`src/rtl/cda_pkg.sv`:
```
// Shared types, constants and calendar lookup functions for the date unit.
// No dependencies; used by cda_ctrl, cda_dp, the top level, the checker and the bench.
package cda_pkg;

  localparam int YEAR_W   = 14;
  localparam int MONTH_W  = 4;
  localparam int DAY_W    = 5;
  localparam int OFFSET_W = 22;
  localparam int DIFF_W   = 23;
  localparam int SER_W    = 22;   // serial day number 0..LAST_SERIAL
  localparam int SUM_W    = 24;   // signed working width before saturation

  localparam int LAST_SERIAL = 3652058;
  localparam int EPOCH_SHIFT = 306;       // move year start to March 1
  localparam int MAX_YEAR    = 9999;
  localparam int RECIP_100   = 5243;      // 2^19 / 100, rounded up
  localparam int RECIP_SHIFT = 19;
  localparam int ERA_DAYS    = 146097;
  localparam int CENT_DAYS   = 36524;
  localparam int YEAR_DAYS   = 365;
  localparam int LAST_DOE    = 146096;

  // reciprocal divisions, exact over the ranges that reach them
  localparam int RECIP_ERA   = 3762951;   // 2^39 / 146097, rounded up
  localparam int ERA_SHIFT   = 39;
  localparam int RECIP_365   = 183860;    // 2^26 / 365 = 2^28 / 1460, rounded up
  localparam int QUAD_SHIFT  = 28;
  localparam int YEAR_SHIFT  = 26;

  typedef enum logic [1:0] {
    OP_ADD     = 2'd0,
    OP_SUB     = 2'd1,
    OP_COMPARE = 2'd2,
    OP_DIFF    = 2'd3
  } cda_op_t;

  typedef enum logic [3:0] {
    ST_IDLE, ST_MUL_A, ST_SUM_A, ST_MUL_B, ST_SUM_B, ST_COMPARE, ST_SHIFT,
    ST_ERA, ST_DOE, ST_QUAD, ST_ADJ, ST_YOE, ST_DOY, ST_DATE
  } cda_state_t;

  typedef enum logic [3:0] {
    DP_IDLE, DP_MUL, DP_SUM, DP_COMPARE, DP_SHIFT, DP_ERA, DP_DOE,
    DP_QUAD, DP_ADJ, DP_YOE, DP_DOY, DP_DATE
  } cda_dp_op_t;

  typedef struct packed {
    logic       load;    // latch a new item
    cda_dp_op_t op;
    logic       sel_b;   // work on the second date
  } cda_cmd_t;

  typedef struct packed {
    logic cmp_op;        // item is a compare or difference
  } cda_sts_t;

  function automatic logic [8:0] days_before(input logic [MONTH_W-1:0] m);
    logic [8:0] v;
    case (m)
      4'd1:    v = 9'd0;
      4'd2:    v = 9'd31;
      4'd3:    v = 9'd59;
      4'd4:    v = 9'd90;
      4'd5:    v = 9'd120;
      4'd6:    v = 9'd151;
      4'd7:    v = 9'd181;
      4'd8:    v = 9'd212;
      4'd9:    v = 9'd243;
      4'd10:   v = 9'd273;
      4'd11:   v = 9'd304;
      4'd12:   v = 9'd334;
      default: v = 9'd0;
    endcase
    return v;
  endfunction

  function automatic logic [DAY_W-1:0] month_length(input logic [MONTH_W-1:0] m,
                                                    input logic leap);
    logic [DAY_W-1:0] v;
    case (m)
      4'd2:                      v = leap ? 5'd29 : 5'd28;
      4'd4, 4'd6, 4'd9, 4'd11:   v = 5'd30;
      default:                   v = 5'd31;
    endcase
    return v;
  endfunction

  // first day-of-year of each month in a March-based year
  function automatic logic [8:0] march_start(input logic [3:0] mp);
    logic [8:0] v;
    case (mp)
      4'd0:    v = 9'd0;
      4'd1:    v = 9'd31;
      4'd2:    v = 9'd61;
      4'd3:    v = 9'd92;
      4'd4:    v = 9'd122;
      4'd5:    v = 9'd153;
      4'd6:    v = 9'd184;
      4'd7:    v = 9'd214;
      4'd8:    v = 9'd245;
      4'd9:    v = 9'd275;
      4'd10:   v = 9'd306;
      4'd11:   v = 9'd337;
      default: v = 9'd0;
    endcase
    return v;
  endfunction

  function automatic logic serial_out_of_range(input logic [SUM_W-1:0] s);
    return s[SUM_W-1] || (s > SUM_W'(LAST_SERIAL));
  endfunction

  function automatic logic [SER_W-1:0] serial_sat(input logic [SUM_W-1:0] s);
    logic [SER_W-1:0] v;
    if (s[SUM_W-1]) begin
      v = '0;
    end else if (s > SUM_W'(LAST_SERIAL)) begin
      v = SER_W'(LAST_SERIAL);
    end else begin
      v = s[SER_W-1:0];
    end
    return v;
  endfunction

endpackage

```
`src/rtl/cda_ctrl.sv`:
```
// Sequencer for the calendar date unit: walks the datapath through serial
// conversion, compare, offset and constant divisions. Depends on cda_pkg.
module cda_ctrl (
  input  logic                clk,
  input  logic                rst_n,
  input  logic                start,
  output logic                busy,
  output cda_pkg::cda_cmd_t   cmd,
  input  cda_pkg::cda_sts_t   sts
);

  cda_pkg::cda_state_t         state_r, state_nxt;

  always_ff @(posedge clk) begin
    if (!rst_n) begin
      state_r <= cda_pkg::ST_IDLE;
    end else begin
      state_r <= state_nxt;
    end
  end

  always_comb begin
    state_nxt = state_r;
    case (state_r)
      cda_pkg::ST_IDLE:    if (start) state_nxt = cda_pkg::ST_MUL_A;
      cda_pkg::ST_MUL_A:   state_nxt = cda_pkg::ST_SUM_A;
      cda_pkg::ST_SUM_A:   state_nxt = sts.cmp_op ? cda_pkg::ST_MUL_B : cda_pkg::ST_SHIFT;
      cda_pkg::ST_MUL_B:   state_nxt = cda_pkg::ST_SUM_B;
      cda_pkg::ST_SUM_B:   state_nxt = cda_pkg::ST_COMPARE;
      cda_pkg::ST_COMPARE: state_nxt = cda_pkg::ST_IDLE;
      cda_pkg::ST_SHIFT:   state_nxt = cda_pkg::ST_ERA;
      cda_pkg::ST_ERA:     state_nxt = cda_pkg::ST_DOE;
      cda_pkg::ST_DOE:     state_nxt = cda_pkg::ST_QUAD;
      cda_pkg::ST_QUAD:    state_nxt = cda_pkg::ST_ADJ;
      cda_pkg::ST_ADJ:     state_nxt = cda_pkg::ST_YOE;
      cda_pkg::ST_YOE:     state_nxt = cda_pkg::ST_DOY;
      cda_pkg::ST_DOY:     state_nxt = cda_pkg::ST_DATE;
      cda_pkg::ST_DATE:    state_nxt = cda_pkg::ST_IDLE;
      default:             state_nxt = cda_pkg::ST_IDLE;
    endcase
  end

  always_comb begin
    busy      = (state_r != cda_pkg::ST_IDLE);
    cmd.load  = start && (state_r == cda_pkg::ST_IDLE);
    cmd.sel_b = 1'b0;
    cmd.op    = cda_pkg::DP_IDLE;
    case (state_r)
      cda_pkg::ST_MUL_A:    cmd.op = cda_pkg::DP_MUL;
      cda_pkg::ST_SUM_A:    cmd.op = cda_pkg::DP_SUM;
      cda_pkg::ST_MUL_B: begin
        cmd.op    = cda_pkg::DP_MUL;
        cmd.sel_b = 1'b1;
      end
      cda_pkg::ST_SUM_B: begin
        cmd.op    = cda_pkg::DP_SUM;
        cmd.sel_b = 1'b1;
      end
      cda_pkg::ST_COMPARE:  cmd.op = cda_pkg::DP_COMPARE;
      cda_pkg::ST_SHIFT:    cmd.op = cda_pkg::DP_SHIFT;
      cda_pkg::ST_ERA:      cmd.op = cda_pkg::DP_ERA;
      cda_pkg::ST_DOE:      cmd.op = cda_pkg::DP_DOE;
      cda_pkg::ST_QUAD:     cmd.op = cda_pkg::DP_QUAD;
      cda_pkg::ST_ADJ:      cmd.op = cda_pkg::DP_ADJ;
      cda_pkg::ST_YOE:      cmd.op = cda_pkg::DP_YOE;
      cda_pkg::ST_DOY:      cmd.op = cda_pkg::DP_DOY;
      cda_pkg::ST_DATE:     cmd.op = cda_pkg::DP_DATE;
      default:              cmd.op = cda_pkg::DP_IDLE;
    endcase
  end

endmodule

```
`src/rtl/cda_dp.sv`:
```
// Datapath of the calendar date unit: date to serial conversion, compare,
// offset, reciprocal divisions by constants, serial to date. Uses cda_pkg.
module cda_dp (
  input  logic                                 clk,
  input  logic                                 rst_n,
  input  cda_pkg::cda_cmd_t                    cmd,
  output cda_pkg::cda_sts_t                    sts,
  input  logic [1:0]                           in_operation,
  input  logic [cda_pkg::YEAR_W-1:0]           in_year,
  input  logic [cda_pkg::MONTH_W-1:0]          in_month,
  input  logic [cda_pkg::DAY_W-1:0]            in_day_of_month,
  input  logic [cda_pkg::OFFSET_W-1:0]         in_offset_days,
  input  logic [cda_pkg::YEAR_W-1:0]           in_other_year,
  input  logic [cda_pkg::MONTH_W-1:0]          in_other_month,
  input  logic [cda_pkg::DAY_W-1:0]            in_other_day,
  output logic                                 out_valid,
  output logic [cda_pkg::YEAR_W-1:0]           out_result_year,
  output logic [cda_pkg::MONTH_W-1:0]          out_result_month,
  output logic [cda_pkg::DAY_W-1:0]            out_result_day,
  output logic                                 out_less,
  output logic                                 out_equal,
  output logic signed [cda_pkg::DIFF_W-1:0]    out_difference,
  output logic                                 out_date_ok,
  output logic                                 out_overflow
);

  localparam int YW  = cda_pkg::YEAR_W;
  localparam int MW  = cda_pkg::MONTH_W;
  localparam int DW  = cda_pkg::DAY_W;
  localparam int SW  = cda_pkg::SER_W;
  localparam int UW  = cda_pkg::SUM_W;
  localparam int PW  = 26;              // reciprocal product width
  localparam int EPW = 44;              // era reciprocal product width
  localparam int QPW = 36;              // four-year and year product width

  // latched item
  cda_pkg::cda_op_t          op_r;
  logic [YW-1:0]             y1_r, y2_r;
  logic [MW-1:0]             m1_r, m2_r;
  logic [DW-1:0]             d1_r, d2_r;
  logic [cda_pkg::OFFSET_W-1:0] off_r;

  // serial conversion stage
  logic [YW-1:0]             p_r, yc_r;
  logic [6:0]                pq_r, yq_r;
  logic [SW-1:0]             p365_r;
  logic [MW-1:0]             mc_r;
  logic [DW-1:0]             dd_r;
  logic                      rng_ok_r;
  logic [SW-1:0]             s1_r, s2_r;
  logic                      ok_r, ovf_r;

  // date recovery
  logic [SW-1:0]             z_r;
  logic [4:0]                era_r;
  logic [17:0]               doe_r, adj_r;
  logic [6:0]                quad_r;
  logic [2:0]                cent_r;
  logic [8:0]                yoe_r, doy_r;

  // result registers
  logic                      valid_r;
  logic [YW-1:0]             res_year_r;
  logic [MW-1:0]             res_month_r;
  logic [DW-1:0]             res_day_r;
  logic                      res_less_r, res_equal_r, res_ok_r, res_ovf_r;
  logic [cda_pkg::DIFF_W-1:0] res_diff_r;

  // ---- clamp and reciprocal products for the selected date
  logic [YW-1:0]  ys, yc_c, p_c;
  logic [MW-1:0]  ms, mc_c;
  logic [DW-1:0]  ds;
  logic           y_lo, y_hi, m_bad;
  logic [PW-1:0]  pq_prod, yq_prod;

  always_comb begin
    ys    = cmd.sel_b ? y2_r : y1_r;
    ms    = cmd.sel_b ? m2_r : m1_r;
    ds    = cmd.sel_b ? d2_r : d1_r;
    y_lo  = (ys == '0);
    y_hi  = (ys > YW'(cda_pkg::MAX_YEAR));
    m_bad = (ms == '0) || (ms > MW'(12));
    yc_c  = y_lo ? YW'(1) : (y_hi ? YW'(cda_pkg::MAX_YEAR) : ys);
    mc_c  = (ms == '0) ? MW'(1) : ((ms > MW'(12)) ? MW'(12) : ms);
    p_c   = yc_c - 1'b1;
    pq_prod = PW'(p_c) * PW'(cda_pkg::RECIP_100);
    yq_prod = PW'(yc_c) * PW'(cda_pkg::RECIP_100);
  end

  // ---- serial sum, leap year and validity
  logic [YW-1:0]  y_rem;
  logic           leap;
  logic [UW-1:0]  s_sum;
  logic           ok_c;

  always_comb begin
    y_rem = yc_r - YW'(yq_r) * YW'(100);
    leap  = ((yc_r[1:0] == 2'b00) && (y_rem != '0)) ||
            ((y_rem == '0) && (yq_r[1:0] == 2'b00));
    s_sum = UW'(p365_r) + UW'(p_r[YW-1:2]) - UW'(pq_r) + UW'(pq_r[6:2])
          + UW'(cda_pkg::days_before(mc_r)) + UW'(leap && (mc_r > MW'(2)))
          + UW'(dd_r) - UW'(1);
    ok_c  = rng_ok_r && (dd_r != '0) && (dd_r <= cda_pkg::month_length(mc_r, leap));
  end

  // ---- offset
  logic [UW-1:0]  r_sum;
  logic [SW-1:0]  r_sat;

  always_comb begin
    if (op_r == cda_pkg::OP_ADD) r_sum = UW'(s1_r) + UW'(off_r);
    else                         r_sum = UW'(s1_r) - UW'(off_r);
    r_sat = cda_pkg::serial_sat(r_sum);
  end

  // ---- constant divisions and date recovery
  logic [EPW-1:0] era_prod;
  logic [QPW-1:0] quad_prod, yoe_prod;
  logic [2:0]     cent_c;
  logic [1:0]     yoe_cent;
  logic [17:0]    yoe_days;
  logic [3:0]     mp;
  logic [MW-1:0]  month_c;

  always_comb begin
    era_prod  = EPW'(z_r) * EPW'(cda_pkg::RECIP_ERA);
    quad_prod = QPW'(doe_r) * QPW'(cda_pkg::RECIP_365);
    yoe_prod  = QPW'(adj_r) * QPW'(cda_pkg::RECIP_365);
    // centuries in the era: at most four, so a compare per boundary
    cent_c    = 3'(doe_r >= 18'(cda_pkg::CENT_DAYS))
              + 3'(doe_r >= 18'(2 * cda_pkg::CENT_DAYS))
              + 3'(doe_r >= 18'(3 * cda_pkg::CENT_DAYS))
              + 3'(doe_r >= 18'(cda_pkg::LAST_DOE));
    if (yoe_r >= 9'd300)      yoe_cent = 2'd3;
    else if (yoe_r >= 9'd200) yoe_cent = 2'd2;
    else if (yoe_r >= 9'd100) yoe_cent = 2'd1;
    else                      yoe_cent = 2'd0;
    yoe_days = 18'(yoe_r) * 18'(cda_pkg::YEAR_DAYS) + 18'(yoe_r[8:2]) - 18'(yoe_cent);
    mp = 4'd0;
    for (int k = 1; k < 12; k++) begin
      if (doy_r >= cda_pkg::march_start(4'(k))) mp = 4'(k);
    end
    month_c = (mp < 4'd10) ? MW'(mp + 4'd3) : MW'(mp - 4'd9);
  end

  always_ff @(posedge clk) begin
    if (cmd.load) begin
      op_r  <= cda_pkg::cda_op_t'(in_operation);
      y1_r  <= in_year;
      m1_r  <= in_month;
      d1_r  <= in_day_of_month;
      off_r <= in_offset_days;
      y2_r  <= in_other_year;
      m2_r  <= in_other_month;
      d2_r  <= in_other_day;
      ovf_r <= 1'b0;
    end
    case (cmd.op)
      cda_pkg::DP_MUL: begin
        p_r      <= p_c;
        yc_r     <= yc_c;
        mc_r     <= mc_c;
        dd_r     <= ds;
        pq_r     <= pq_prod[cda_pkg::RECIP_SHIFT +: 7];
        yq_r     <= yq_prod[cda_pkg::RECIP_SHIFT +: 7];
        p365_r   <= SW'(p_c) * SW'(cda_pkg::YEAR_DAYS);
        rng_ok_r <= !y_lo && !y_hi && !m_bad;
      end
      cda_pkg::DP_SUM: begin
        if (cmd.sel_b) s2_r <= cda_pkg::serial_sat(s_sum);
        else           s1_r <= cda_pkg::serial_sat(s_sum);
        ok_r  <= cmd.sel_b ? (ok_r && ok_c) : ok_c;
        ovf_r <= ovf_r || cda_pkg::serial_out_of_range(s_sum);
      end
      cda_pkg::DP_COMPARE: begin
        res_year_r  <= '0;
        res_month_r <= '0;
        res_day_r   <= '0;
        res_less_r  <= (s1_r < s2_r);
        res_equal_r <= (s1_r == s2_r);
        res_diff_r  <= cda_pkg::DIFF_W'(s1_r) - cda_pkg::DIFF_W'(s2_r);
        res_ok_r    <= ok_r;
        res_ovf_r   <= ovf_r;
      end
      cda_pkg::DP_SHIFT: begin
        ovf_r <= ovf_r || cda_pkg::serial_out_of_range(r_sum);
        z_r   <= r_sat + SW'(cda_pkg::EPOCH_SHIFT);
      end
      cda_pkg::DP_ERA: begin
        era_r <= era_prod[cda_pkg::ERA_SHIFT +: 5];
      end
      cda_pkg::DP_DOE: begin
        doe_r <= 18'(z_r - SW'(era_r) * SW'(cda_pkg::ERA_DAYS));
      end
      cda_pkg::DP_QUAD: begin
        quad_r <= quad_prod[cda_pkg::QUAD_SHIFT +: 7];
        cent_r <= cent_c;
      end
      cda_pkg::DP_ADJ: begin
        adj_r <= doe_r - 18'(quad_r) + 18'(cent_r)
               - 18'(doe_r == 18'(cda_pkg::LAST_DOE));
      end
      cda_pkg::DP_YOE: begin
        yoe_r <= yoe_prod[cda_pkg::YEAR_SHIFT +: 9];
      end
      cda_pkg::DP_DOY: begin
        doy_r <= 9'(doe_r - yoe_days);
      end
      cda_pkg::DP_DATE: begin
        res_year_r  <= YW'(yoe_r) + YW'(era_r) * YW'(400) + YW'(mp >= 4'd10);
        res_month_r <= month_c;
        res_day_r   <= DW'(doy_r - cda_pkg::march_start(mp) + 9'd1);
        res_less_r  <= 1'b0;
        res_equal_r <= 1'b0;
        res_diff_r  <= '0;
        res_ok_r    <= ok_r;
        res_ovf_r   <= ovf_r;
      end
      default: ;
    endcase
  end

  always_ff @(posedge clk) begin
    if (!rst_n) begin
      valid_r <= 1'b0;
    end else begin
      valid_r <= (cmd.op == cda_pkg::DP_COMPARE) || (cmd.op == cda_pkg::DP_DATE);
    end
  end

  assign sts.cmp_op       = op_r[1];
  assign out_valid        = valid_r;
  assign out_result_year  = res_year_r;
  assign out_result_month = res_month_r;
  assign out_result_day   = res_day_r;
  assign out_less         = res_less_r;
  assign out_equal        = res_equal_r;
  assign out_difference   = res_diff_r;
  assign out_date_ok      = res_ok_r;
  assign out_overflow     = res_ovf_r;

endmodule

```
`src/rtl/calendar_date_arithmetic.sv`:
```
// Gregorian date unit: add/subtract days, compare, day difference.
// Instantiates cda_ctrl and cda_dp; types and constants from cda_pkg.
//
// Usage:
//   An item is taken at a rising edge with start high and busy low. busy
//   stays high while the item is worked on and drops in the cycle that
//   shows its result.
//   Each item gives exactly one result on the out_ ports, marked by
//   out_valid for one cycle. The receiver cannot stall the unit.
//   Work from accept edge to out_valid:
//     compare / difference:  two date-to-serial conversions
//     add / subtract days:  2 date-to-serial, 1 offset and
//                           7 serial-to-date steps (reciprocal divisions)
//   A new item may be started in the same cycle its predecessor's result
//   is shown.
//   Reset (synchronous, rst_n low) returns the sequencer to idle and drops
//   out_valid; the unit holds no other state between items.
module calendar_date_arithmetic (
  input  logic                                 clk,
  input  logic                                 rst_n,
  input  logic                                 start,
  output logic                                 busy,
  input  logic [1:0]                           in_operation,
  input  logic [cda_pkg::YEAR_W-1:0]           in_year,
  input  logic [cda_pkg::MONTH_W-1:0]          in_month,
  input  logic [cda_pkg::DAY_W-1:0]            in_day_of_month,
  input  logic [cda_pkg::OFFSET_W-1:0]         in_offset_days,
  input  logic [cda_pkg::YEAR_W-1:0]           in_other_year,
  input  logic [cda_pkg::MONTH_W-1:0]          in_other_month,
  input  logic [cda_pkg::DAY_W-1:0]            in_other_day,
  output logic                                 out_valid,
  output logic [cda_pkg::YEAR_W-1:0]           out_result_year,
  output logic [cda_pkg::MONTH_W-1:0]          out_result_month,
  output logic [cda_pkg::DAY_W-1:0]            out_result_day,
  output logic                                 out_less,
  output logic                                 out_equal,
  output logic signed [cda_pkg::DIFF_W-1:0]    out_difference,
  output logic                                 out_date_ok,
  output logic                                 out_overflow
);

  cda_pkg::cda_cmd_t cmd;
  cda_pkg::cda_sts_t sts;

  cda_ctrl u_ctrl (
    .clk   (clk),
    .rst_n (rst_n),
    .start (start),
    .busy  (busy),
    .cmd   (cmd),
    .sts   (sts)
  );

  cda_dp u_dp (
    .clk              (clk),
    .rst_n            (rst_n),
    .cmd              (cmd),
    .sts              (sts),
    .in_operation     (in_operation),
    .in_year          (in_year),
    .in_month         (in_month),
    .in_day_of_month  (in_day_of_month),
    .in_offset_days   (in_offset_days),
    .in_other_year    (in_other_year),
    .in_other_month   (in_other_month),
    .in_other_day     (in_other_day),
    .out_valid        (out_valid),
    .out_result_year  (out_result_year),
    .out_result_month (out_result_month),
    .out_result_day   (out_result_day),
    .out_less         (out_less),
    .out_equal        (out_equal),
    .out_difference   (out_difference),
    .out_date_ok      (out_date_ok),
    .out_overflow     (out_overflow)
  );

endmodule

```
`config.mk`:
```
export PLATFORM = sky130hd
export DESIGN_NAME = calendar_date_arithmetic
export DESIGN_NICKNAME = d
export VERILOG_FILES = /design/src/rtl/cda_pkg.sv /design/src/rtl/cda_ctrl.sv /design/src/rtl/cda_dp.sv /design/src/rtl/calendar_date_arithmetic.sv
export SDC_FILE = /design/constraint.sdc
export NUM_CORES = 2
export LEC_CHECK = 0
export BUFFER_PORTS_ARGS = -buffer_cell sky130_fd_sc_hd__buf_2
export CORE_MARGIN = 2
export CORE_UTILIZATION = 45
export CTS_BUF_LIST = sky130_fd_sc_hd__clkbuf_8 sky130_fd_sc_hd__clkbuf_16
export CTS_CLUSTER_DIAMETER = 50
export DETAILED_ROUTE_END_ITERATION = 16
export GPL_TIMING_DRIVEN = 0
export PLACE_DENSITY = 0.63
export SLEW_MARGIN = 20
export SYNTH_ARGS = -nofsm -noshare
export SYNTH_HDL_FRONTEND = slang
export SYNTH_SLANG_ARGS = --single-unit
```
`constraint.sdc`:
```
create_clock -name clk -period 22.5 [get_ports clk]
set_input_delay 2.25 -clock clk [delete_from_list [all_inputs] [get_ports clk]]
set_output_delay 2.25 -clock clk [all_outputs]
set_load 0.005 [all_outputs]
```
### Word-level counts from Yosys, hierarchy flattened

Memory sizes are Yosys's and may differ from the RTL's.
Index checks and enable logic that the tools add are counted.

* ROM bits: 288
* bits of input ports: 73
* bits in registers: 336
* logic and storage cells: 222
* output and inout port bits: 52
* memories kept: 2

Memories
* (no name shown): words 16, bits a word 9, read ports 1, clocked after Yosys merged registers in 0, wr ports 0, RTL line cda_pkg.sv:91 `case (mp)`
* (no name shown): words 16, bits a word 9, read ports 1, clocked after Yosys merged registers in 0, wr ports 0, RTL line cda_pkg.sv:59 `case (m)`

* reduce and logical (&&, ||, !) cells: 39
* add/subtract/negate cells: 29
* $mul: 10
* eq/ne operators: 32
* $lt $le $gt $ge: 27
* muxes and demuxes: 43
* bitwise operators: 1

Operator list (count)
* $mux 22: 4
* $mul 18x16->33 const B: 2
* $mul 14x13->26 const B: 2
* $add 24x5->24: 2
* $eq 4x4->1 const B: 12
* $gt 24x22->1 const B: 2
* $pmux 4 s12: 1
* $pmux 23 s2: 1
* $sub 22x22->23: 2
* $ge 9x8->1 const B: 5
* $mul 22x22->44 const B: 1
* $pmux 4 s11: 1
* $mux 14: 3
* $eq 4x3->1 const B: 10
* $ge 18x17->1 const B: 2
* $ge 9x9->1 const B: 4
* $mux 4: 8
* $logic_not 14->1: 2
* $pmux 14 s2: 1
* $ge 9x7->1 const B: 3
* $add 24x1->24: 1
* $add 24x9->24: 1
* $mux 24: 1
* $sub 24x1->24 const B: 1
* other kinds (63): 109

### Longest topological paths before layout

An unclocked memory read counts as a cell.

* depth after elaboration: 17
* depth in mapped cells: 35
* gate-level depth less buffers: 33

### By module

From an unflattened synthesis, not the netlist that was laid out.

* cells, all modules: 4705
* area, all modules: 50292.0 µm²

By module, submodules not included
* cda_dp: area an instance 49979.2 µm², instances 1, cells each 4663, seq. area each 9899.5 µm²
* cda_ctrl: area an instance 312.8 µm², instances 1, cells each 42, seq. area each 80.1 µm²

### Worst setup path before layout

No wires, ideal clock.

* path type: reg-to-reg
* start point: register u_ctrl.state_r[1]
* end point: register u_dp.pq_r[6], data pin
* period minus slack after synthesis: 8658 ps
* cell stages (with the launch flop): 34
* slack: 13842 ps
* data arrival time: 8399 ps
* buffers on the path: 3
* cell sequence: dfxtp_1 -> clkbuf_1 -> or3b_1 -> a21oi_1 -> buf_2 -> mux2i_1 -> a31o_2 -> clkbuf_1 -> nand2_1 -> nor2_1 -> inv_1 -> ha_1 -> and3_1 -> nand4_1 -> a311oi_1 -> xor2_1 -> ha_1 -> fa_1 -> inv_1 -> fa_1 -> inv_1 -> fa_1 -> fa_1 -> ha_1 -> o21a_1 -> o21ai_0 -> or2_2 -> o22ai_1 -> a311oi_1 -> o21ai_0 -> a211oi_1 -> o21bai_1 -> a21oi_1 -> xnor2_1

* longest elaborated chain between the ends: 9
* elaborated cells between the ends (all ways): 11
* those cells by class: add/sub: 1; mul: 1; order compare: 1; eq/ne: 2; mux: 4; reduce/logical: 2

RTL lines
* start, declared: RTL line cda_ctrl.sv:12 `cda_pkg::cda_state_t state_r, state_nxt;`
* start signal, assigned: RTL line cda_ctrl.sv:16 `state_r <= cda_pkg::ST_IDLE;`
* start signal, assigned: RTL line cda_ctrl.sv:18 `state_r <= state_nxt;`
* $eq 4x2->1 / $eq 4x3->1 (equally long branches): RTL line cda_ctrl.sv:48 `case (state_r)`
* $reduce_or 2->1 (no line) (*)
* $mux 1 (*): RTL line cda_ctrl.sv:48
* $mux 14 (*): RTL line cda_dp.sv:77 `ys = cmd.sel_b ? y2_r : y1_r;`
* $gt 14x14->1: RTL line cda_dp.sv:81 `y_hi = (ys > YW'(cda_pkg::MAX_YEAR));`
* $mux 14: RTL line cda_dp.sv:83 `yc_c = y_lo ? YW'(1) : (y_hi ? YW'(cda_pkg::MAX_YEAR) : ys);`
* $mux 14 (*): RTL line cda_dp.sv:83
* via u_dp.yc_c[5]: RTL line cda_dp.sv:70 `logic [YW-1:0] ys, yc_c, p_c;`
* $sub 14x1->14 (*): RTL line cda_dp.sv:85 `p_c = yc_c - 1'b1;`
* via u_dp.p_c[11]: RTL line cda_dp.sv:70
* $mul 14x13->26 (*): RTL line cda_dp.sv:86 `pq_prod = PW'(p_c) * PW'(cda_pkg::RECIP_100);`
* via u_dp.pq_prod[25]: RTL line cda_dp.sv:74 `logic [PW-1:0] pq_prod, yq_prod;`
* end signal, assigned: RTL line cda_dp.sv:164 `pq_r <= pq_prod[cda_pkg::RECIP_SHIFT +: 7];`
* end, declared: RTL line cda_dp.sv:45 `logic [6:0] pq_r, yq_r;`

Mark *: on every way through the listed nets, which the timed path passes. The rest lies on a longest branch.
A chain may end at the register's enable or synchronous reset.

### Worst setup path in the final report

Ends and elaborated chain as after synthesis.

==> impl_results.md <==
- Die Y: 342 um
- Vias: between 30000 and 40000
- 1st-iter DRT viols: roughly 1800
- Vias in the first global route: 36000
- Crit-path max cell delay: 0.64 ns
- CTS Buf Count: 47
- Number of remaining DRC errors: 0
- Largest area contributor in the netlist: ha_1
- Pins Over Slew Limit: 0
- Fin area: 55700 um2
- IO Pins: ~130
- Count of cell types in the netlist: 85
- Hold crit path type: flip-flop to flip-flop
- Largest net degree at the start of global routing: 42
- Synth Register Bits: about 330
- Mean Syn Cell Area: 10.5 um2
- Synth cell count leaders: ha_1 (1105), inv_1 (1047), fa_1 (628)
- Sink Count: around 330
- Grt ovf: 0
- Endpoints failing hold: 0
- Skew-Pair Late Insertion Delay: 0.63 ns
- Total track usage: 0.205
- Detailed placement HPWL: 98400 um
- Post-DP Area: 54100 um2
- Number of post-CTS setup repair buffers: 0
- Fraction of layout cells with a size suffix above 1: 0.0540
- First-pass GRT wire length: 190000 um
- Worst setup SP type: flip-flop
- I/O Buffers: 124
- Post-synth ARST share: 0
- Worst EP arrival: around 12 ns
- Max_slew headroom: 0.253
- Worst-Margin Slew: around 1.1 ns
- Top cell type's share of synthesized area: 0.270
- Final setup fails: 0
- Top post-synthesis cells by area: ha_1 (27%), fa_1 (25%), edfxtp_1 (19%)
- CTS tree: yes
- CP max FO: 10
- Die footprint: between 100000 and 150000 um2
- Ys Warns: 0
- Netlist Area Pre-Place: approximately 51000 um2
- Nets: 6879
- Post-synthesis net count: 6690
- Initial Util: 0.454
- Routed wire length: roughly 110000 um
- Maximum Capacitance Violations: 0
- H-Tree Depth: 2
- Count leader, synth: ha_1
- Die X-Extent: 342 um
- Kind of critical path: flip-flop to flip-flop
- RD Place Congestion: 0.904
- Avg WL per Cell: roughly 17 um
- RSZ-0062 raised after global routing: false
- Via density: ~5.2
- CTS max path bufs: 3
- Post-CTS Hold Buffers: 0
- Clk_skew: around 0.031 ns
- Antenna viol nets, final: 0
- Core Footprint: about 110000 um2
- Crit share post-route: 0.501
- Clock-pin slew on the worst setup and hold paths: ~0.060 ns
- Status: completed
- Drt pass-1 iters: 5
- CP Capture Type: flip-flop
- Ys flop type: edfxtp_1
- Fin Setup TNS: 0 ns
- Sequential share of the synthesized area: 0.195
- FF-to-FF setup slack: 11.24 ns
- Post-synth EDFFs: 329
- Root Buffer: clkbuf_16
- Final min period: approximately 11 ns
- Mapped Cells: 4884
- PostCTS Resize Cnt: 0
- Num rows: 123
- Initial antenna violation count: 8
- CP max stage cell: xnor2_2
- Max frequency: 88.8 MHz
- Worst endpoint required time: between 20 and 25 ns
- Layout area overhead: 8.70%
## per-layer routing
| metal | global-route usage | vias up | share of wire |
|---|---|---|---|
| met5 | 0 | - | 0.00033 |
| met4 | 0.0592 | 8 | 0.028 |
| met3 | 0.0249 | 154 | 0.042 |
| met2 | 0.348 | 645 | 0.48 |
| met1 | 0.275 | 16900 | 0.45 |
| li1 | - | 16800 | - |
## worst max-delay path: cells and delay by family (launching register included)
| family | cells | cell delay (ns) |
|---|---|---|
| mux | 1 | 0.56 |
| simple gates | 5 | 1.49 |
| compound gates | 12 | 3.46 |
| flops | 1 | 0.30 |
| buf+inv | 7 | 1.70 |
| fa+ha+maj | 7 | 2.77 |
| xor+xnor | 2 | 0.73 |
## through the flow
stage,utilization,std cells,hold slack [ns],worst slack (ns)
finish,0.494,6614,0.475,11.24
global route,0.494,6612,0.485,10.71
CTS,0.494,6612,0.469,11.18
detailed placement,0.479,6524,0.447,11.21
global placement,0.477,6508,0.453,10.86
floorplan,-,4884,0.427,13.84
## cell type report
cell class	instances	area [um2]
buffer	56	229
inverter	1047	3930
tap	1500	1880
clock buffer	47	1180
clock inverter	41	483
sequential	334	9980
timing repair buffer	140	838
antenna	2	5.00
multi-input combinational	3447	37200
fill	10300	57100
## cell families after synthesis
group / share of synthesized area
AO/OA/AOI/OAI: 0.0886
AND/OR/NAND/NOR: 0.0715
multiplexers: 0.00661
flip-flops: 0.195
XOR/XNOR: 0.0425
buffers and inverters: 0.0811
adder cells (fa/ha/maj): 0.515
## placed cells by master, fill, tap and decap left out, types with 47 or more instances in the layout
master | netlist | layout
a21oi_1 | 196 | 196
edfxtp_1 | 329 | 329
clkbuf_16 | 0 | 47
fa_1 | 628 | 628
o21ai_0 | 145 | 145
clkbuf_1 | 47 | 47
inv_1 | 1047 | 1053
nand3_1 | 69 | 69
a21o_1 | 71 | 71
nor3_1 | 61 | 58
nor2_1 | 190 | 186
nand2_1 | 160 | 160
xor2_1 | 70 | 68
ha_1 | 1105 | 1105
buf_2 | 3 | 127
xnor2_1 | 179 | 176
## final timing paths
path,depth (start not counted),to,from
hold / removal,0,u_dp.out_date_ok,u_dp.ok_r
hold reg to reg,0,u_dp.out_date_ok,u_dp.ok_r
setup / recovery,34,u_dp.pq_r[6],u_ctrl.state_r[1]
setup reg to reg,34,u_dp.pq_r[6],u_ctrl.state_r[1]
## state kept, by name, summed over array words and instances (netlist names), 7 cells and up
| register | count |
|---|---|
| u_dp.out_difference | 23 |
| u_dp.off_r | 22 |
| u_dp.p365_r | 22 |
| u_dp.s1_r | 22 |
| u_dp.s2_r | 22 |
| u_dp.z_r | 22 |
| u_dp.adj_r | 18 |
| u_dp.doe_r | 18 |
| u_dp.out_result_year | 14 |
| u_dp.y1_r | 14 |
| u_dp.y2_r | 14 |
| u_dp.yc_r | 14 |
| u_dp.p_r | 12 |
| u_dp.doy_r | 9 |
| u_dp.yoe_r | 9 |
| u_dp.pq_r | 7 |
| u_dp.quad_r | 7 |
| u_dp.yq_r | 7 |
Power is left out: the tool's default activity adds up to more than one toggle a clock period on the data nets, which glitch-free logic cannot reach.
